**src/tpd_pkg.sv**
```systemverilog
// Package with the shared types and constants of the torus point distance block.
package tpd_pkg;

   localparam int FRAC_BITS_DEF = 16;
   localparam int AXIS_FRAC     = 15;
   localparam int CSR_IDX_W     = 3;
   localparam int CSR_DATA_W    = 32;
   localparam int FIFO_DEPTH    = 4;

   typedef enum logic [CSR_IDX_W-1:0] {
      REG_CENTER_X = 3'd0,
      REG_CENTER_Y = 3'd1,
      REG_CENTER_Z = 3'd2,
      REG_AXIS_X   = 3'd3,
      REG_AXIS_Y   = 3'd4,
      REG_AXIS_Z   = 3'd5,
      REG_MAJOR    = 3'd6,
      REG_MINOR    = 3'd7
   } reg_idx_type;

   typedef enum logic [1:0] {
      MODE_DIST   = 2'd0,
      MODE_SQUARE = 2'd1,
      MODE_TEST   = 2'd2
   } mode_type;

   typedef struct packed {
      logic [1:0]          mode;
      logic signed [31:0]  point_x;
      logic signed [31:0]  point_y;
      logic signed [31:0]  point_z;
   } req_type;

   typedef struct packed {
      logic signed [31:0]  distance_value;
      logic                inside_flag;
      logic                saturated;
   } rsp_type;

   typedef struct packed {
      logic signed [31:0]  center_x;
      logic signed [31:0]  center_y;
      logic signed [31:0]  center_z;
      logic signed [15:0]  axis_x;
      logic signed [15:0]  axis_y;
      logic signed [15:0]  axis_z;
      logic [30:0]         major_radius;
      logic [30:0]         minor_radius;
   } cfg_type;

   // One classified item as it waits between the front and the back.
   typedef struct packed {
      mode_type            mode;
      logic signed [32:0]  nx;
      logic signed [32:0]  ny;
      logic signed [32:0]  nz;
   } item_type;

endpackage

```
**src/tpd_front.sv**
```systemverilog
// Front end: takes the query, classifies the mode and centers the point.
module tpd_front (
   input  logic                clock,
   input  logic                reset,
   input  logic                accept,
   input  tpd_pkg::req_type    req,
   input  tpd_pkg::cfg_type    cfg,
   output logic                push,
   output tpd_pkg::item_type   item
);
   tpd_pkg::req_type req_ff;
   logic             vld_ff;

   always_ff @(posedge clock) begin
      if (accept) begin
         req_ff <= req;
      end
      if (reset) begin
         vld_ff <= 1'b0;
      end else begin
         vld_ff <= accept;
      end
   end

   always_comb begin
      unique case (req_ff.mode)
         tpd_pkg::MODE_DIST:   item.mode = tpd_pkg::MODE_DIST;
         tpd_pkg::MODE_SQUARE: item.mode = tpd_pkg::MODE_SQUARE;
         default:              item.mode = tpd_pkg::MODE_TEST;
      endcase
      item.nx = 33'(req_ff.point_x) - 33'(cfg.center_x);
      item.ny = 33'(req_ff.point_y) - 33'(cfg.center_y);
      item.nz = 33'(req_ff.point_z) - 33'(cfg.center_z);
   end

   assign push = vld_ff;
endmodule

```
**config.mk**
```make
export PLATFORM = sky130hd
export DESIGN_NAME = tpd_front
export DESIGN_NICKNAME = d
export VERILOG_FILES = /design/src/tpd_pkg.sv /design/src/tpd_front.sv
export SDC_FILE = /design/constraint.sdc
export NUM_CORES = 1
export LEC_CHECK = 0
export BUFFER_PORTS_ARGS = -buffer_cell sky130_fd_sc_hd__clkbuf_2
export CAP_MARGIN = 20
export CELL_PAD_IN_SITES_DETAIL_PLACEMENT = 2
export CELL_PAD_IN_SITES_GLOBAL_PLACEMENT = 2
export CORE_AREA = 4 4 177 179
export CTS_CLUSTER_DIAMETER = 50
export DETAILED_ROUTE_END_ITERATION = 6
export DIE_AREA = 0 0 181 183
export GPL_ROUTABILITY_DRIVEN = 1
export PLACE_DENSITY_LB_ADDON = 0.1
export SYNTH_ARGS = -nofsm -noshare
export SYNTH_HDL_FRONTEND = slang
export SYNTH_SLANG_ARGS = --single-unit
```
**constraint.sdc**
```tcl
create_clock -name clock -period 9.1 [get_ports clock]
set_input_delay 1.365 -clock clock [delete_from_list [all_inputs] [get_ports clock]]
set_output_delay 1.365 -clock clock [all_outputs]
set_load 0.05 [all_outputs]
```
==> Implementation_results.wiki, run 1 <==
{| class="wikitable"
! Metric !! Value
|-
| Final hold violations || 0
|-
| Part of the Yosys area used for sequential elements || 34.75%
|-
| Post-route setup slack || 3.502 ns
|-
| Synthesized area per cell || 9.139 sq um
|-
| EDFF count, synth || 98
|-
| Number of detailed-routing iterations run before antenna repair || 4
|-
| Pin count of the biggest net entering global routing || 57
|-
| Drt initial violations || 312
|-
| Area growth from synthesis to final layout || 25.69%
|-
| Share of post-route cells with drive strength above 1 || 27.38%
|-
| Crit path launch type || input pin
|-
| Register bit total from synthesis || 99
|-
| Vias after detailed routing || 7957
|-
| Maximum buffer depth of the clock tree || 2
|-
| Result of the run || complete, no violations
|-
| Required time reported for the critical path endpoint || 7.74 ns
|-
| Maximum vdd ir drop || 101.6 uV
|-
| Clock period minus worst slack || 5.598 ns
|-
| Number of buffers inserted for hold repair after clock tree synthesis || 0
|-
| Initial core utilization || 28.85%
|-
| Worst hold path cell count || 2
|-
| Top_reg_cell synth || edfxtp_1
|-
| Largest area contributor in the synthesized netlist || edfxtp_1
|-
| Post-detailed-route wirelength per cell || 18.34 um
|-
| Synth area leaders || edfxtp_1 (35%), ha_1 (14%), inv_1 (5.5%), xnor2_1 (5.4%), a21oi_1 (5.3%)
|-
| Min-Delay Startpoint || reset
|-
| Fillcell total || 3421
|-
| Ratio of routed vias to standard cells || 4.918
|-
| Clock edge transition at the registers on the reported setup and hold paths || 0.08 ns
|-
| Setup TNS after final layout || 0 ns
|-
| Number of top-level design ports || 409
|-
| Total Routed Length || 29680 um
|-
| Last weighted congestion value of the routability-driven placer || 0.7879
|-
| Worst path arrival time || 4.23 ns
|-
| Worst slack, placed || 3.537 ns
|-
| Overall routing resource usage || 17.57%
|-
| Vertical extent of the die || 183 um
|-
| Clock tree from TritonCTS || built
|-
| Classification of the worst setup path || input pin to primary output
|-
| Final Hold Slack || 1.144 ns
|-
| Pins over their slew limit || 0
|-
| Final HPWL from detailed placement || 24990 um
|-
| Number of buffers added by the clock tree synthesis step || 9
|-
| Antenna violations before repair || 5
|-
| Number of sinks driven by the clock tree || 99
|-
| Cell area reported after detailed placement || 0.01042 sq mm
|-
| Worst min-delay path class || input pin to register
|-
| Vias in the first global route || 8536
|-
| Slew headroom || 45.37%
|-
| Mapped Cells || 933
|-
| Nets || 1628
|-
| Buffers inserted by post-CTS timing repair || 0
|-
| Utilization of the core after routing || 36.26%
|-
| Final cell area excluding filler cells || 0.01072 sq mm
|-
| Count of maximum capacitance violations || 0
|-
| Crit path max fanout || 4
|-
| Overflow left after global routing || 0
|-
| Share of Yosys cell area claimed by the top area cell type || 34.51%
|-
| Leakage power summed over all cells || 5.265 nW
|-
| Critical path capture point type || primary output
|-
| Power density relative to cell area || 197.9 mW/mm^2
|-
| ANT nets after route || 0
|-
| Die Outline Area || 0.03312 sq mm
|-
| Nets in the synthesized netlist || 1339
|-
| Row count || 63
|-
| Maximum frequency from static timing analysis || 178.6 MHz
|-
| Slew at the pin closest to its max-slew limit || 0.8195 ns
|-
| Share of synthesized registers carrying an async set or reset || 0%
|-
| Post-Syn Area || 0.008527 sq mm
|-
| Final setup violation count || 0
|-
| Period Utilization, post-route || 61.51%
|-
| Most frequent cells after synthesis || inv_1 (125), edfxtp_1 (98), ha_1 (96), a21oi_1 (90), nand2_1 (76)
|-
| RSZ-0062 raised after global routing || no
|-
| Worst Hold End || push
|-
| Post_cts resized || 0
|-
| Die extent in x || 181 um
|-
| CTS root buf || clkbuf_16
|-
| Number of library cell types mapped by synthesis || 73
|-
| DRC violation count after routing || 0
|-
| Area of the core || 0.02956 sq mm
|-
| Library cell with the highest instance count after synthesis || inv_1
|-
| Port-buffer cells || 298
|-
| Warning count from the yosys run || 0
|-
| Deepest level of the CTS H-tree || 3
|-
| First-pass GRT wire length || 46900 um
|}
[worst max-delay path by stage]
stage / start / to / slack, ns / cells after the start
2_1_floorplan: cfg[110] / item[28] / 2.96 / 9
3_3_place_gp: cfg[110] / item[28] / 3.54 / 11
3_5_place_dp: cfg[110] / item[28] / 3.54 / 11
4_1_cts: cfg[110] / item[28] / 3.52 / 11
5_1_grt: cfg[110] / item[28] / 3.23 / 11
6_report: cfg[110] / item[28] / 3.50 / 11
[per-layer routing]
| layer | share of wire [%] | GRT usage [%] |
|---|---|---|
| met5 | 0.22 | 0 |
| met4 | 0.92 | 3.242 |
| met1 | 43 | 21.70 |
| met3 | 5.2 | 4.185 |
| met2 | 51 | 31.65 |
[logic make-up (layout without fill, tap and decap cells)]
family,Yosys count,in the layout,synth area share (%)
AO/OA/AOI/OAI,292,292,23.35
other,0,1,0
AND/OR/NAND/NOR,212,212,11.80
buffers and inverters,146,440,6.588
adder cells (fa/ha/maj),99,99,14.79
flip-flops,99,99,34.75
XOR/XNOR,85,85,8.731
[flip-flops by register name (all words and copies together), names as in the netlist]
register,count
push,1
req_ff,98
[layout make-up]
type	instances	area [sq um]	share of cell area [%]
Sequential cell	99	2963	27.64
Inverter	125	469.2	4.378
Antenna cell	1	2.502	0.02335
Tap cell	390	488.0	4.553
Timing Repair Buffer	299	1501	14.01
Clock buffer	10	239.0	2.230
Multi-Input combinational cell	688	5002	46.67
Clock inverter	6	52.55	0.4903
[worst max-delay path, cell delays in order]
cell	delay, ns
clkbuf_2	0.08
ha_1	0.22
fa_1	0.42
nor2b_1	0.18
o31a_1	0.23
o31ai_1	0.10
o21ai_1	0.34
o31a_1	0.26
o21ai_2	0.12
o311ai_0	0.53
clkbuf_2	0.38
[per-stage QoR]
stage          total power [mW]  std cells
2_1_floorplan             1.425        933
3_3_place_gp              1.726       1601
3_5_place_dp              1.740       1601
4_1_cts                   2.160       1617
5_1_grt                   2.254       1617
6_report                  2.121       1618
[layout by cell type, fill, tap and decap left out, drive strengths merged, types with 3 or more instances in the layout]
cell and instances:
a211oi 11, nor2b 11, a31oi 7, ha 96, o211ai 6, a21oi 91, o31a 4, a2111oi 6
nand3b 3, nand3 18, nor2 52, o21bai 15, o31ai 6, and2 5, a21boi 3, o2111ai 4
o21ai 52, a221oi 5, nand2 76, inv 129, nand4 13, nand2b 8, xnor2 53, a211o 6
fa 3, o21a 13, xor2 32, clkbuf 307, edfxtp 98, or2 5, and3 5, a21o 46
nor3 7
[report_power, final]
part / internal, mW / total (mW) / switching [mW]
clock: 0.199 / 0.403 / 0.205
sequential: 0.541 / 0.552 / 0.0110
combinational: 0.324 / 1.17 / 0.842
(Power assumes the default switching activity.)
==> inputs of run 2 (changes only) <==
CORE_AREA = 4 4 183 185   (was 4 4 177 179)
DIE_AREA = 0 0 187 189   (was 0 0 181 183)
clock period = 5.5 ns   (was 9.1 ns; I/O delays follow)
==> run 2 against run 1 <==
Effect of this change: via count unchanged; sequential power up 66%; critical path type unchanged; first-iteration DRC count down 24%; flip-flop and latch count unchanged; combinational power up 65%; largest cell class unchanged; highest routed layer unchanged; die area up 6.7%; critical endpoint is now item[65]; non-clock buffer count up 1; cell area up 0.35%.
==> Implementation_results.wiki, run 2 (synthesized netlist as in run 1, its figures left out) <==
{| class="wikitable"
! Metric !! Value
|-
| Die extent in x || 187 um
|-
| Area growth from synthesis to final layout || 26.13%
|-
| CTS root buf || clkbuf_16
|-
| Clock edge transition at the registers on the reported setup and hold paths || 0.07 ns
|-
| Pins over their slew limit || 0
|-
| Required time reported for the critical path endpoint || 4.68 ns
|-
| Crit path launch type || input pin
|-
| Vias after detailed routing || 7957
|-
| Power density relative to cell area || 328.9 mW/mm^2
|-
| Final Hold Slack || 0.6045 ns
|-
| Critical path capture point type || primary output
|-
| Number of top-level design ports || 409
|-
| Final hold violations || 0
|-
| Classification of the worst setup path || input pin to primary output
|-
| Utilization of the core after routing || 33.57%
|-
| Last weighted congestion value of the routability-driven placer || 0.8188
|-
| First-pass GRT wire length || 47130 um
|-
| Fillcell total || 3729
|-
| Drt initial violations || 237
|-
| Number of buffers added by the clock tree synthesis step || 9
|-
| Min-Delay Startpoint || reset
|-
| Number of sinks driven by the clock tree || 99
|-
| Maximum frequency from static timing analysis || 222.9 MHz
|-
| Worst min-delay path class || input pin to register
|-
| Period Utilization, post-route || 81.58%
|-
| Deepest level of the CTS H-tree || 3
|-
| Maximum vdd ir drop || 168.7 uV
|-
| DRC violation count after routing || 0
|-
| Overflow left after global routing || 0
|-
| Slew headroom || 29.84%
|-
| Number of buffers inserted for hold repair after clock tree synthesis || 0
|-
| Register with the most flip-flops || req_ff
|-
| Final setup violation count || 0
|-
| Buffers inserted by post-CTS timing repair || 0
|-
| Vertical extent of the die || 189 um
|-
| Die Outline Area || 0.03534 sq mm
|-
| ANT nets after route || 0
|-
| Setup TNS after final layout || 0 ns
|-
| Post-detailed-route wirelength per cell || 18.33 um
|-
| Port-buffer cells || 298
|-
| Area of the core || 0.03204 sq mm
|-
| Initial core utilization || 26.61%
|-
| Maximum buffer depth of the clock tree || 2
|-
| Total Routed Length || 30000 um
|-
| Clock tree from TritonCTS || built
|-
| Flip-flop count of the largest register after layout || 98
|-
| Pin count of the biggest net entering global routing || 60
|-
| Leakage power summed over all cells || 5.279 nW
|-
| Result of the run || complete, no violations
|-
| Worst hold path cell count || 2
|-
| Vias in the first global route || 8671
|-
| Number of detailed-routing iterations run before antenna repair || 6
|-
| Ratio of routed vias to standard cells || 4.861
|-
| Most common library cell in the layout ignoring fill and taps || clkbuf_2
|-
| Overall routing resource usage || 16.62%
|-
| Worst path arrival time || 3.66 ns
|-
| Worst Hold End || push
|-
| Commonest cells after routing, fill and taps aside || clkbuf_2 (297), inv_1 (125), edfxtp_1 (98)
|-
| Count of maximum capacitance violations || 0
|-
| Crit path max fanout || 5
|-
| Row count || 66
|-
| Post_cts resized || 0
|-
| Final HPWL from detailed placement || 24980 um
|-
| RSZ-0062 raised after global routing || no
|-
| Slew at the pin closest to its max-slew limit || 1.026 ns
|-
| Nets || 1629
|-
| Antenna violations before repair || 2
|-
| Clock period minus worst slack || 4.487 ns
|-
| Share of post-route cells with drive strength above 1 || 27.28%
|}
run 2: cell types whose count changed in the layout (fill, tap and decap cells not counted):
cell        delta
buf_4          +1
bufinv_16      +1
clkbuf_1       +2
clkinv_2       +1
clkinv_4       +2
clkinvlp_4     -2
inv_6          -3
inv_8          -1
run 2: worst max path at each step:
stage | startpoint | to | slack [ns] | cells after the start
floorplan | cfg[110] | item[28] | 0.44 | 9
global placement | cfg[142] | item[65] | 1.06 | 12
detailed placement | cfg[142] | item[65] | 1.00 | 12
CTS | cfg[142] | item[65] | 1.0 | 12
global route | cfg[142] | item[63] | 0.85 | 12
finish | cfg[142] | item[65] | 1.01 | 12
run 2: cell type report:
| type | count | area [sq um] | share of cell area, % |
|---|---|---|---|
| inverters | 125 | 469.2 | 4.363 |
| clock buffers | 12 | 246.5 | 2.292 |
| clock inverters | 4 | 52.55 | 0.4886 |
| well taps | 408 | 510.5 | 4.746 |
| flip-flops and latches | 99 | 2963 | 27.55 |
| diodes | 1 | 2.502 | 0.02327 |
| repair buffers | 300 | 1509 | 14.03 |
| multi-input cells | 688 | 5002 | 46.51 |
run 2: per-stage QoR:
step,area (sq um),instances,setup slack [ns],total power [mW]
2_1_floorplan,8527,933,0.4402,2.357
3_3_place_gp,10450,1620,1.059,2.868
3_5_place_dp,10450,1620,1.004,2.885
4_1_cts,10750,1636,0.9999,3.605
5_1_grt,10750,1636,0.8509,3.756
6_report,10760,1637,1.013,3.537
run 2: routing by layer:
layer | track usage (%) | up-vias | part of all wire (%)
li1 | - | 3920 | -
met5 | 0 | - | 0.12
met3 | 4.628 | 13 | 4.9
met4 | 2.560 | 4 | 0.66
met2 | 30.02 | 182 | 50
met1 | 20.20 | 3838 | 44
run 2: critical path, cell delays in order:
cell and delay, ns:
clkbuf_2 0.10, ha_1 0.23, fa_1 0.41, nor2b_1 0.19, o211ai_1 0.12, a21boi_2 0.23, o31ai_2 0.15, o221a_2 0.33
o311ai_4 0.33, a21oi_1 0.16, a221o_1 0.32, clkbuf_2 0.25
run 2: power by group:
part	switching [mW]	internal (mW)
sequential	0.0188	0.895
clock	0.322	0.368
combinational	1.40	0.537
total	1.74	1.80
