<file path="src/tpd_pkg.sv">
// Package with the shared types and constants of the torus point distance block.
package tpd_pkg;

   localparam int FRAC_BITS_DEF = 16;
   localparam int AXIS_FRAC     = 15;
   localparam int CSR_IDX_W     = 3;
   localparam int CSR_DATA_W    = 32;
   localparam int FIFO_DEPTH    = 4;

   typedef enum logic [CSR_IDX_W-1:0] {
      REG_CENTER_X = 3'd0,
      REG_CENTER_Y = 3'd1,
      REG_CENTER_Z = 3'd2,
      REG_AXIS_X   = 3'd3,
      REG_AXIS_Y   = 3'd4,
      REG_AXIS_Z   = 3'd5,
      REG_MAJOR    = 3'd6,
      REG_MINOR    = 3'd7
   } reg_idx_type;

   typedef enum logic [1:0] {
      MODE_DIST   = 2'd0,
      MODE_SQUARE = 2'd1,
      MODE_TEST   = 2'd2
   } mode_type;

   typedef struct packed {
      logic [1:0]          mode;
      logic signed [31:0]  point_x;
      logic signed [31:0]  point_y;
      logic signed [31:0]  point_z;
   } req_type;

   typedef struct packed {
      logic signed [31:0]  distance_value;
      logic                inside_flag;
      logic                saturated;
   } rsp_type;

   typedef struct packed {
      logic signed [31:0]  center_x;
      logic signed [31:0]  center_y;
      logic signed [31:0]  center_z;
      logic signed [15:0]  axis_x;
      logic signed [15:0]  axis_y;
      logic signed [15:0]  axis_z;
      logic [30:0]         major_radius;
      logic [30:0]         minor_radius;
   } cfg_type;

   // One classified item as it waits between the front and the back.
   typedef struct packed {
      mode_type            mode;
      logic signed [32:0]  nx;
      logic signed [32:0]  ny;
      logic signed [32:0]  nz;
   } item_type;

endpackage

</file>
<file path="src/tpd_fifo.sv">
// Short queue between the front and the back of the pipeline.
module tpd_fifo (
   input  logic                clock,
   input  logic                reset,
   input  logic                push,
   input  tpd_pkg::item_type   push_data,
   input  logic                pop,
   output tpd_pkg::item_type   pop_data,
   output logic                not_empty,
   output logic                almost_full
);
   localparam int AW = $clog2(tpd_pkg::FIFO_DEPTH);

   tpd_pkg::item_type mem_ff [0:tpd_pkg::FIFO_DEPTH-1];
   logic [AW-1:0] wr_ff, wr_in, rd_ff, rd_in;
   logic [AW:0]   cnt_ff, cnt_in;
   logic          do_pop;

   always_comb begin
      do_pop = pop && (cnt_ff != '0);
      wr_in  = push ? wr_ff + AW'(1) : wr_ff;
      rd_in  = do_pop ? rd_ff + AW'(1) : rd_ff;
      cnt_in = cnt_ff + (AW+1)'(push) - (AW+1)'(do_pop);
   end

   always_ff @(posedge clock) begin
      if (push) begin
         mem_ff[wr_ff] <= push_data;
      end
      if (reset) begin
         wr_ff  <= '0;
         rd_ff  <= '0;
         cnt_ff <= '0;
      end else begin
         wr_ff  <= wr_in;
         rd_ff  <= rd_in;
         cnt_ff <= cnt_in;
      end
   end

   assign pop_data    = mem_ff[rd_ff];
   assign not_empty   = cnt_ff != '0;
   // One place is held back for the item already in the front register.
   assign almost_full = cnt_ff >= (AW+1)'(tpd_pkg::FIFO_DEPTH - 1);
endmodule

</file>
<file path="config.mk">
export PLATFORM = sky130hd
export DESIGN_NAME = tpd_fifo
export DESIGN_NICKNAME = d
export VERILOG_FILES = /design/src/tpd_pkg.sv /design/src/tpd_fifo.sv
export SDC_FILE = /design/constraint.sdc
export NUM_CORES = 1
export LEC_CHECK = 0
export BUFFER_PORTS_ARGS = -buffer_cell sky130_fd_sc_hd__buf_2
export CAP_MARGIN = 0
export CELL_PAD_IN_SITES_DETAIL_PLACEMENT = 0
export CELL_PAD_IN_SITES_GLOBAL_PLACEMENT = 1
export CORE_MARGIN = 2
export CORE_UTILIZATION = 49
export CTS_BUF_LIST = sky130_fd_sc_hd__clkbuf_4
export DETAILED_ROUTE_END_ITERATION = 16
export HOLD_SLACK_MARGIN = 0.15
export PLACE_DENSITY_LB_ADDON = 0.1
export SLEW_MARGIN = 20
export SYNTH_ARGS = -nofsm -noshare
export SYNTH_HDL_FRONTEND = slang
export SYNTH_SLANG_ARGS = --single-unit
</file>
<file path="constraint.sdc">
create_clock -name clock -period 4.3 [get_ports clock]
set_input_delay 0.43 -clock clock [delete_from_list [all_inputs] [get_ports clock]]
set_output_delay 0.43 -clock clock [all_outputs]
set_load 0.01 [all_outputs]
</file>
==> reports/summary.txt, run 1 <==
=================================================================================
Result of the run                                                       completed
Setup clock skew after layout                                             35.9 ps
Die Width                                                                  179 um
Avg WL per Cell                                                           19.8 um
Max-capacitance violation count                                                 0
Via density per instance                                                     5.14
Ratio of cells with drive above 1 in the final layout                       46.4%
Finished Core Util                                                          62.2%
Vertical die dimension                                                     179 um
Reg area                                                               12300 um^2
Insertion delay to the later sink of the worst-skew pair                   720 ps
Iteration-0 DRC count of the detailed router                                  445
Unrepaired setup endpoints after global routing                             false
Total die area                                                         32100 um^2
Register clock-pin slew on the reported worst setup and hold paths          60 ps
Vias                                                                         7444
Power Dens Cells                                                      510 nW/um^2
Post-route DRC violation count                                                  0
Shortest clock period the worst path allows after layout                  3030 ps
CP Launch Type                                                          flip-flop
Post-synth design cell area                                            15100 um^2
Syn-to-layout area delta                                                    25.7%
Share of the synthesized area in the top cell type                          80.6%
Hold slack                                                                 469 ps
Met3 track demand over resource                                             5.43%
Arrival time worst endpoint                                               2600 ps
Routed Wire Length                                                        28.7 mm
Cell types with the largest area share after synthesis               edfxtp_1 81%, mux4_2 15%, dfxtp_1 1.2%, buf_6 0.75%, ha_1 0.58%
Via count of the first global-routing pass                                   8256
GR Layer Usage met2                                                         31.2%
Clock root buffer                                                        clkbuf_4
Wire length of the first global-routing pass                              43.4 mm
Max-slew violation total from the final report                                  0
Part of the cycle the worst path needs                                      70.5%
Maximum vdd ir drop                                                      0.286 mV
Maximum operating frequency                                             0.330 GHz
Number of endpoints with negative hold slack in the final report                0
Average cell area after synthesis                                       26.1 um^2
Total clock buffers created by CTS                                            102
Lkg Pwr                                                                   6.56 nW
Overflow left after global routing                                              0
Area of combinational cells with multiple inputs                        2550 um^2
Number of buffers added for setup after CTS                                     0
Initial antenna violation count                                                 2
Clock tree from TritonCTS                                                     yes
Overall fraction of global-route tracks in use                              18.2%
Critical Path Sink Type                                              primary output
Post_cts resized                                                                0
Setup-violating endpoint count in the final report                              0
Number of I/O port buffers                                                    207
HPWL after detailed placement                                             16.5 mm
Tightest Hold Check Type                                             input port to flip-flop
Final ANT Viol Nets                                                             0
Register area share after synthesis                                         81.8%
Netlist cell types                                                             20
Most utilized layer in the global route result                               met2
Data required time at the worst endpoint                                  3870 ps
Std-Cell Rows                                                                  64
CORE AREA                                                              30400 um^2
Count of boundary I/O pins                                                    208
Global placer's final weighted congestion                                   0.710
H-tree depth                                                                    3
Met1 Usage GRT                                                              21.3%
Worst max-slew margin expressed relative to the limit                       38.9%
CTS max path bufs                                                               3
Post-synthesis net count                                                      689
Synthesis-stage register bit count                                            413
Max Fanout on Critical Path                                                    26
Count of nets after finishing                                                1090
Sink count of the clock tree                                                  413
Final non-filler cell area                                             18900 um^2
Number of detailed-routing iterations run before antenna repair                 4
Fill cell total of the finished layout                                       2229
Effective utilization at floorplan                                          49.5%
Transition time at the pin with the least slew margin                      916 ps
Critical Setup Path Class                                            flip-flop to primary output
Number of warnings issued by yosys                                              0
Pin count of the biggest net entering global routing                           59
Cell taking the most area after synthesis                                edfxtp_1
Final total negative setup slack                                             0 ps
Cell area reported after detailed placement                            16600 um^2
Mapped Cells                                                                  576
=================================================================================
## kinds of logic (layout without fill, tap and decap cells)
kind of cell / Yosys count / count (layout) / synth area share [%]
compound gates: 3 / 3 / 0.150
xor+xnor: 2 / 2 / 0.116
fa+ha+maj: 8 / 8 / 0.715
buf+inv: 30 / 503 / 1.33
flops: 413 / 413 / 81.8
mux: 105 / 105 / 15.4
other cells: 0 / 2 / 0
simple gates: 15 / 15 / 0.515
## area by class of cell
cell class	instances	area share (%)
inverters	7	0.139
well taps	396	2.62
flip-flops and latches	413	65.1
repair buffers	320	11.7
clock buffers	150	5.95
clock inverters	26	0.919
multi-input cells	133	13.5
diodes	2	0.0265
## final timing paths
path,from,to,slack (ps),cells after the start
worst max-delay path,flip-flop,pop_data[80],1270,3
worst min-delay path,push_data[82],mem_ff[3][82],470,2
worst max register to register,wr_ff[0],mem_ff[3][86],2150,3
worst min register to register,wr_ff[1],wr_ff[1],570,2
## metrics by stage
stage	total power [mW]	instances	setup slack [ps]
after floorplan	5.95	576	953
after detailed placement	6.54	1165	1890
final	9.64	1447	1270
after CTS	9.81	1445	1120
after global routing	10.2	1447	1030
after global placement	6.51	1165	1900
## layer usage
layer	vias to the layer above	routed length (um)	share of wire, %
li1	3354	-	-
met1	3786	11100	39
met2	257	14800	52
met3	47	2110	7.4
met4	0	607	2.1
met5	-	0	0
## synth_stat cells
cell      number
fa_1           1
nand3_1        1
nor2_1         5
buf_2         10
inv_1          7
o311ai_0       1
nand2_1        1
nor2b_1        4
o31a_1         1
and2_1         4
ha_1           7
xnor2_1        2
mux2i_1        1
buf_6         10
clkbuf_1       3
o21ai_0        1
edfxtp_1     404
dfxtp_1        9
mux4_2       101
mux2_2         3
## power breakdown
part | leakage [nW] | switching, mW | internal [mW]
logic | 2.00 | 0.810 | 0.898
registers | 3.79 | 0.135 | 4.64
clock network | 0.774 | 1.45 | 1.71
total | 6.56 | 2.39 | 7.25
## layout by cell type, fill, tap and decap left out
master,Yosys,routed
bufinv_16,0,2
o21ai_0,1,1
edfxtp_1,404,404
nand3_1,1,1
ha_1,7,7
clkbuf_4,0,150
dfxtp_1,9,7
buf_2,10,207
fa_1,1,1
and2_4,0,4
mux2i_1,1,1
nand2_1,1,1
mux4_2,101,101
nor2_1,5,5
inv_2,0,1
dfxtp_4,0,2
clkinvlp_4,0,1
o311ai_0,1,1
clkinv_1,0,15
buf_12,0,6
diode_2,0,2
o31a_1,1,1
nor2b_1,4,4
buf_4,0,3
xnor2_1,2,2
clkinv_2,0,4
dlygate4sd3_1,0,104
clkinv_4,0,3
mux2_2,3,3
inv_1,7,7
## state kept, by name, indices dropped and copies added, names as in the netlist, named ones only
register / count
cnt_ff: 3
mem_ff: 404
rd_ff: 2
wr_ff: 2
## timing repair
item	in CTS	in global routing
setup endpoints to repair	0	0
endpoints found under the hold margin	413	0
hold buffers	104	0
## worst max-delay path: stages, from the launching register on
cell and delay (ps):
dfxtp_4 690, buf_4 470, mux4_2 570, buf_2 160
Power figures use the tool's default switching activity.
==> run 2: changes to the inputs <==
--- a/config.mk
+++ b/config.mk
@@ -5,12 +5,13 @@
 export SDC_FILE = /design/constraint.sdc
 export NUM_CORES = 1
 export LEC_CHECK = 0
+export ABC_AREA = 1
 export BUFFER_PORTS_ARGS = -buffer_cell sky130_fd_sc_hd__buf_2
 export CAP_MARGIN = 0
 export CELL_PAD_IN_SITES_DETAIL_PLACEMENT = 0
 export CELL_PAD_IN_SITES_GLOBAL_PLACEMENT = 1
 export CORE_MARGIN = 2
-export CORE_UTILIZATION = 49
+export CORE_UTILIZATION = 45
 export CTS_BUF_LIST = sky130_fd_sc_hd__clkbuf_4
 export DETAILED_ROUTE_END_ITERATION = 16
 export HOLD_SLACK_MARGIN = 0.15
==> constraint.sdc (replaced) <==
create_clock -name clock -period 2.43 [get_ports clock]
set_input_delay 0.243 -clock clock [delete_from_list [all_inputs] [get_ports clock]]
set_output_delay 0.243 -clock clock [all_outputs]
set_load 0.01 [all_outputs]
==> run 2 against run 1 <==
Global-route usage up 2.7 points. Wire length up 37%. Largest cell class unchanged. Power is 95% higher. Largest power group unchanged.
==> reports/summary.txt, run 2 <==
=================================================================================
Least setup slack across all paths after layout                            118 ps
Most common library cells after synthesis                            404 x edfxtp_1, 130 x nor2_1, 123 x o21ai_0
Tightest Hold Check Type                                             input port to flip-flop
Metal-1 WL                                                                17.1 mm
Syn-to-layout area delta                                                    28.1%
Leading cell type in the layout, fill and taps excluded                  edfxtp_1
Transition time at the pin with the least slew margin                      623 ps
Std-Cell Rows                                                                  69
CP bufs+invs                                                                    4
Final ANT Viol Nets                                                             0
Finished Core Util                                                          58.5%
Post-synth design cell area                                            16200 um^2
Xor-xnor portion of the synthesized cell area                             0.0539%
Total power after layout                                                  18.8 mW
Overall fraction of global-route tracks in use                              20.8%
Slowest CP cell                                                           dfxtp_4
Final non-filler cell area                                             20800 um^2
Most numerous cell in the Yosys netlist                                  edfxtp_1
Iteration-0 DRC count of the detailed router                                  518
Async set-reset flop share out of synthesis                                    0%
Synthesized-area fraction occupied by ao, oa, aoi and oai cells             13.5%
Max-slew violation total from the final report                                  0
Prevailing post-synth register cell                                      edfxtp_1
CORE AREA                                                              35600 um^2
Routed length on met2                                                     19.3 mm
Maximum operating frequency                                             0.433 GHz
Post-synthesis net count                                                     1150
HPWL after detailed placement                                             19.5 mm
Worst hold stages                                                               2
Hold slack                                                                 233 ps
Largest register by flop count                                             mem_ff
Worst max-slew margin expressed relative to the limit                       58.5%
Power Dens Cells                                                      906 nW/um^2
Max-capacitance violation count                                                 0
Sink count of the clock tree                                                  413
Post-route DRC violation count                                                  0
Largest register FFs                                                          404
Met3 Wirelength                                                           2.11 mm
Crit-path max cell delay                                                   350 ps
Global placer's final weighted congestion                                   0.697
Critical Path Sink Type                                              primary output
Die Width                                                                  194 um
Number of enable flip-flop cells after synthesis                              404
Avg WL per Cell                                                           19.6 um
Critical Setup Path Class                                            flip-flop to primary output
Shortest clock period the worst path allows after layout                  2310 ps
Portion of netlist area occupied by mux cells                                  0%
R2R cell count                                                                  9
Register area share after synthesis                                         75.8%
Top cell family by delay on the critical path                        buffers and inverters
Reg-to-reg critical path startpoint                                     cnt_ff[1]
Cell area reported after detailed placement                            17700 um^2
Clock root buffer                                                        clkbuf_4
Ratio of cells with drive above 1 in the final layout                       39.1%
Average cell area after synthesis                                       15.7 um^2
Insertion delay to the later sink of the worst-skew pair                   760 ps
Synth Area in Simple Gates                                                  6.33%
Highest routed metal layer                                                   met4
Total die area                                                         37600 um^2
Final total negative setup slack                                             0 ps
Endpoint of the worst-slack reg-to-reg timing path                      cnt_ff[1]
Unrepaired setup endpoints after global routing                              true
Register clock-pin slew on the reported worst setup and hold paths          60 ps
Source of the worst hold timing path                                 push_data[73]
Number of detailed-routing iterations run before antenna repair                 5
Top library cells by usage in the layout, fill and taps aside        404 x edfxtp_1, 207 x buf_2, 163 x clkbuf_4
Data required time at the worst endpoint                                  2190 ps
Number of warnings issued by yosys                                              0
Via density per instance                                                     5.15
Result of the run                                                       completed
H-tree depth                                                                    3
Mapped Cells                                                                 1037
Number of placed instances, taps included                                    1663
Pin count of the biggest net entering global routing                           73
Netlist cell types                                                             22
Clock tree from TritonCTS                                                     yes
Biggest regs                                                         mem_ff x404, cnt_ff x3
Effective utilization at floorplan                                          45.6%
Max Fanout on Critical Path                                                    25
Pre-CTS worst setup slack                                                  625 ps
Cell taking the most area after synthesis                                edfxtp_1
Setup-violating endpoint count in the final report                              0
Number of endpoints with negative hold slack in the final report                0
CTS max path bufs                                                               3
Wire length of the first global-routing pass                              59.8 mm
Routed Wire Length                                                        39.2 mm
Worst reg2reg setup slack                                                  150 ps
Count of nets after finishing                                                1568
Via count of the first global-routing pass                                  10600
Cell Chain, Critical Path                                            buf_12 -> inv_16 -> buf_16 -> nor2_1 -> o22ai_2 -> buf_2
Vertical die dimension                                                     194 um
Part of the cycle the worst path needs                                      95.1%
Setup clock skew after layout                                             19.6 ps
CP Launch Type                                                          flip-flop
Fraction of the mapped netlist area in adder cells                         0.663%
Cell types with the largest area share after synthesis               edfxtp_1 75%, o22ai_2 6.2%, o21ai_0 3.8%, nor2_2 3.1%, nor2_1 3.0%
Vias                                                                        10300
Synthesis-stage register bit count                                            413
Destination of the worst hold path                                   mem_ff[3][73]
Maximum vdd ir drop                                                      0.452 mV
Total clock buffers created by CTS                                            106
Number of I/O port buffers                                                    207
Final Instance Count excl. Fillers                                           1994
Share of the synthesized area in the top cell type                          74.7%
Lkg Pwr                                                                   7.47 nW
Arrival time worst endpoint                                               2070 ps
Initial antenna violation count                                                 2
Count of boundary I/O pins                                                    208
Largest family of logic cells by synthesized area                    compound AO/OA/AOI/OAI gates
Overflow left after global routing                                              0
=================================================================================
## run 2: cell types whose count changed after synthesis, sizes merged, moves of 8 or more
cell	delta
nor2	+205
o21ai	+204
mux4	-101
o22ai	+101
buf	+34
inv	+11
clkbuf	+9
nand2	+8
## run 2: worst max-delay path by stage
stage	startpoint	depth (start not counted)	slack (ps)	to
4_1_cts	flip-flop	5	-20	pop_data[77]
3_3_place_gp	cnt_ff[0]	8	650	cnt_ff[2]
2_1_floorplan	wr_ff[0]	4	-50	mem_ff[0][0]
3_5_place_dp	cnt_ff[0]	8	630	cnt_ff[2]
5_1_grt	flip-flop	6	-40	pop_data[56]
6_report	flip-flop	6	120	pop_data[0]
## run 2: where the power goes
group | internal [mW] | total, mW | leakage [nW] | switching, mW
Combinational | 1.96 | 4.84 | 2.88 | 2.88
Sequential | 8.17 | 8.27 | 3.79 | 0.0983
Clock | 3.12 | 5.74 | 0.800 | 2.62
## run 2: logic make-up (layout without fill, tap and decap cells)
group,after synthesis,in the layout
flip-flops,413,413
AND/OR/NAND/NOR,220,220
other,0,3
XOR/XNOR,1,1
buffers and inverters,84,577
AO/OA/AOI/OAI,311,311
adder cells (fa/ha/maj),8,8
## run 2: worst reg2reg max path, stage by stage, from the launching register on
cell and delay (ps):
dfxtp_1 370, inv_1 100, a21boi_0 180, ha_1 260, inv_1 60, ha_1 160
fa_1 420, inv_1 60, nor2_1 30, dlygate4sd3_1 540
## run 2: metal layers
| metal | global-route usage (%) | up-vias |
|---|---|---|
| met4 | 6.65 | 0 |
| met1 | 27.2 | 5090 |
| met2 | 34.5 | 277 |
| met5 | 0 | - |
| li1 | - | 4845 |
| met3 | 5.04 | 49 |
## run 2: timing repair
action | CTS | global route
hold endpoints to repair | 413 | 0
setup buffers | 3 | 0
pin swaps | 3 | 0
setup endpoints to repair | 90 | 34
hold buffers | 132 | 0
gates cloned | 9 | 1
gates resized for setup | 20 | 15
## run 2: layout make-up
class / instances / area (um^2)
antenna: 3 / 7.51
clock buffer: 163 / 1220
clock inverter: 20 / 105
fill: 2940 / 14800
inverter: 18 / 104
multi-input combinational: 540 / 3390
sequential: 413 / 12300
tap: 461 / 577
timing repair buffer: 374 / 3060
timing repair inverter: 2 / 17.5
==> run 3: changes to the inputs <==
--- a/config.mk
+++ b/config.mk
@@ -10,6 +10,7 @@
 export CAP_MARGIN = 0
 export CELL_PAD_IN_SITES_DETAIL_PLACEMENT = 0
 export CELL_PAD_IN_SITES_GLOBAL_PLACEMENT = 1
+export CORE_ASPECT_RATIO = 0.5
 export CORE_MARGIN = 2
 export CORE_UTILIZATION = 45
 export CTS_BUF_LIST = sky130_fd_sc_hd__clkbuf_4
==> run 3 against run 2 <==
Wire length rose by 6.1%. Power rose by 0.35%. Clock power fell by 4.5%. First-iteration DRC count rose by 64%. Die area rose by 0.24%. Worst setup slack improved by 4.5 ps. Combinational power rose by 6.4%. Maximum frequency rose by 0.20%. Sequential cell count did not move. Largest cell class unchanged. Highest routed layer unchanged.
==> reports/summary.txt, run 3 (same netlist as run 2, synthesis figures left out) <==
=================================================================================
Final ANT Viol Nets                                                             0
R2R cell count                                                                  8
Largest register FFs                                                          404
Leading cell type in the layout, fill and taps excluded                  edfxtp_1
Data required time at the worst endpoint                                  2190 ps
Max Fanout on Critical Path                                                    17
Clock tree from TritonCTS                                                     yes
Via density per instance                                                     5.23
Overflow left after global routing                                              0
Pin count of the biggest net entering global routing                           83
Critical Setup Path Class                                            flip-flop to primary output
Sink count of the clock tree                                                  413
CORE AREA                                                              35700 um^2
Number of endpoints with negative hold slack in the final report                0
Largest register by flop count                                             mem_ff
Result of the run                                                       completed
CTS max path bufs                                                               3
Count of nets after finishing                                                1553
Maximum vdd ir drop                                                      0.412 mV
Setup-violating endpoint count in the final report                              0
Unrepaired setup endpoints after global routing                              true
Std-Cell Rows                                                                  49
Cell area reported after detailed placement                            17700 um^2
Via count of the first global-routing pass                                  11000
Avg WL per Cell                                                           20.9 um
Lkg Pwr                                                                   7.49 nW
Critical Path Sink Type                                              primary output
Global placer's final weighted congestion                                   0.694
Transition time at the pin with the least slew margin                      565 ps
Power Dens Cells                                                      906 nW/um^2
Top library cells by usage in the layout, fill and taps aside        404 x edfxtp_1, 207 x buf_2, 147 x clkbuf_4
HPWL after detailed placement                                             19.3 mm
Part of the cycle the worst path needs                                      94.9%
Maximum operating frequency                                             0.433 GHz
Final total negative setup slack                                             0 ps
Biggest regs                                                         mem_ff x404, cnt_ff x3
Number of I/O port buffers                                                    207
Effective utilization at floorplan                                          45.4%
Clock root buffer                                                        clkbuf_4
Shortest clock period the worst path allows after layout                  2310 ps
Setup clock skew after layout                                             38.3 ps
Initial antenna violation count                                                 1
Count of boundary I/O pins                                                    208
Final non-filler cell area                                             20900 um^2
Overall fraction of global-route tracks in use                              21.0%
Insertion delay to the later sink of the worst-skew pair                   770 ps
Tightest Hold Check Type                                             input port to flip-flop
H-tree depth                                                                    3
Post-route DRC violation count                                                  0
Worst max-slew margin expressed relative to the limit                       62.3%
Die Width                                                                  273 um
Worst hold stages                                                               3
Total clock buffers created by CTS                                             95
Max-slew violation total from the final report                                  0
Vias                                                                        10400
Total die area                                                         37700 um^2
Syn-to-layout area delta                                                    28.6%
Max-capacitance violation count                                                 0
Register clock-pin slew on the reported worst setup and hold paths          80 ps
Vertical die dimension                                                     138 um
Routed Wire Length                                                        41.6 mm
Wire length of the first global-routing pass                              60.3 mm
Iteration-0 DRC count of the detailed router                                  848
Arrival time worst endpoint                                               2060 ps
Ratio of cells with drive above 1 in the final layout                       42.4%
CP Launch Type                                                          flip-flop
Number of detailed-routing iterations run before antenna repair                 5
=================================================================================
[run 3: changes by cell type in the layout (fill, tap and decap cells not counted), sizes merged]
cell | before | now
bufbuf | 2 | 0
inv | 18 | 17
clkinvlp | 5 | 4
clkinv | 16 | 17
dlygate4sd3 | 132 | 114
clkbuf | 164 | 154
diode | 3 | 1
buf | 239 | 248
[run 3: through the flow]
step                hold slack (ps)  utilization (%)  cells  setup slack (ps)  power [mW]
floorplan                       314                -   1037             -47.9        11.2
global placement                453             49.6   1684               634        12.4
detailed placement              458             49.6   1684               626        12.5
CTS                             151             57.1   1977             -14.4        18.7
global route                    159             58.4   1993             -35.6        19.9
finish                          245             58.4   1993               123        18.9
[run 3: per-layer routing]
| layer | share of wire (%) | wire length (um) | track usage [%] | up-vias |
|---|---|---|---|---|
| met5 | 0 | 0 | 0 | - |
| li1 | - | - | - | 4789 |
| met4 | 1.8 | 732 | 7.46 | 0 |
| met1 | 44 | 18300 | 27.3 | 5312 |
| met2 | 50 | 20600 | 34.7 | 266 |
| met3 | 4.6 | 1930 | 5.00 | 65 |
[run 3: worst paths after layout]
kind | startpoint | to | slack, ps
setup / recovery | flip-flop | pop_data[80] | 120
hold / removal | reset | cnt_ff[2] | 240
setup reg to reg | cnt_ff[1] | cnt_ff[0] | 540
hold reg to reg | rd_ff[0] | rd_ff[0] | 490
[run 3: worst max-delay path: stages, from the launching register on]
cell and delay [ps]:
dfxtp_4 390, buf_12 200, clkinv_16 110, clkbuf_16 220, o21ai_1 160, o22ai_2 70
buf_2 140
[run 3: power by group]
part	switching, mW	internal, mW
sequential	0.117	8.17
clock	2.64	2.84
combinational	3.06	2.10
total	5.81	13.1
[run 3: layout make-up]
type                            instances  area [um^2]
Multi-Input combinational cell        540         3530
Timing Repair Buffer                  369         3080
Timing Repair inverter                  3         31.3
Clock inverter                         18         96.3
Antenna cell                            1         2.50
Inverter                               18          111
Tap cell                              484          606
Sequential cell                       413        12300
Fill cell                            2914        14900
Clock buffer                          147         1100
[run 3: repair_timing]
item | 4_1_cts | 5_1_grt
endpoints found under the setup margin | 101 | 94
gates resized for setup | 20 | 70
pin swaps | 4 | 0
buffers inserted | 8 | 2
cloned | 7 | 12
hold buffers | 113 | 1
hold endpoints to repair | 413 | 2
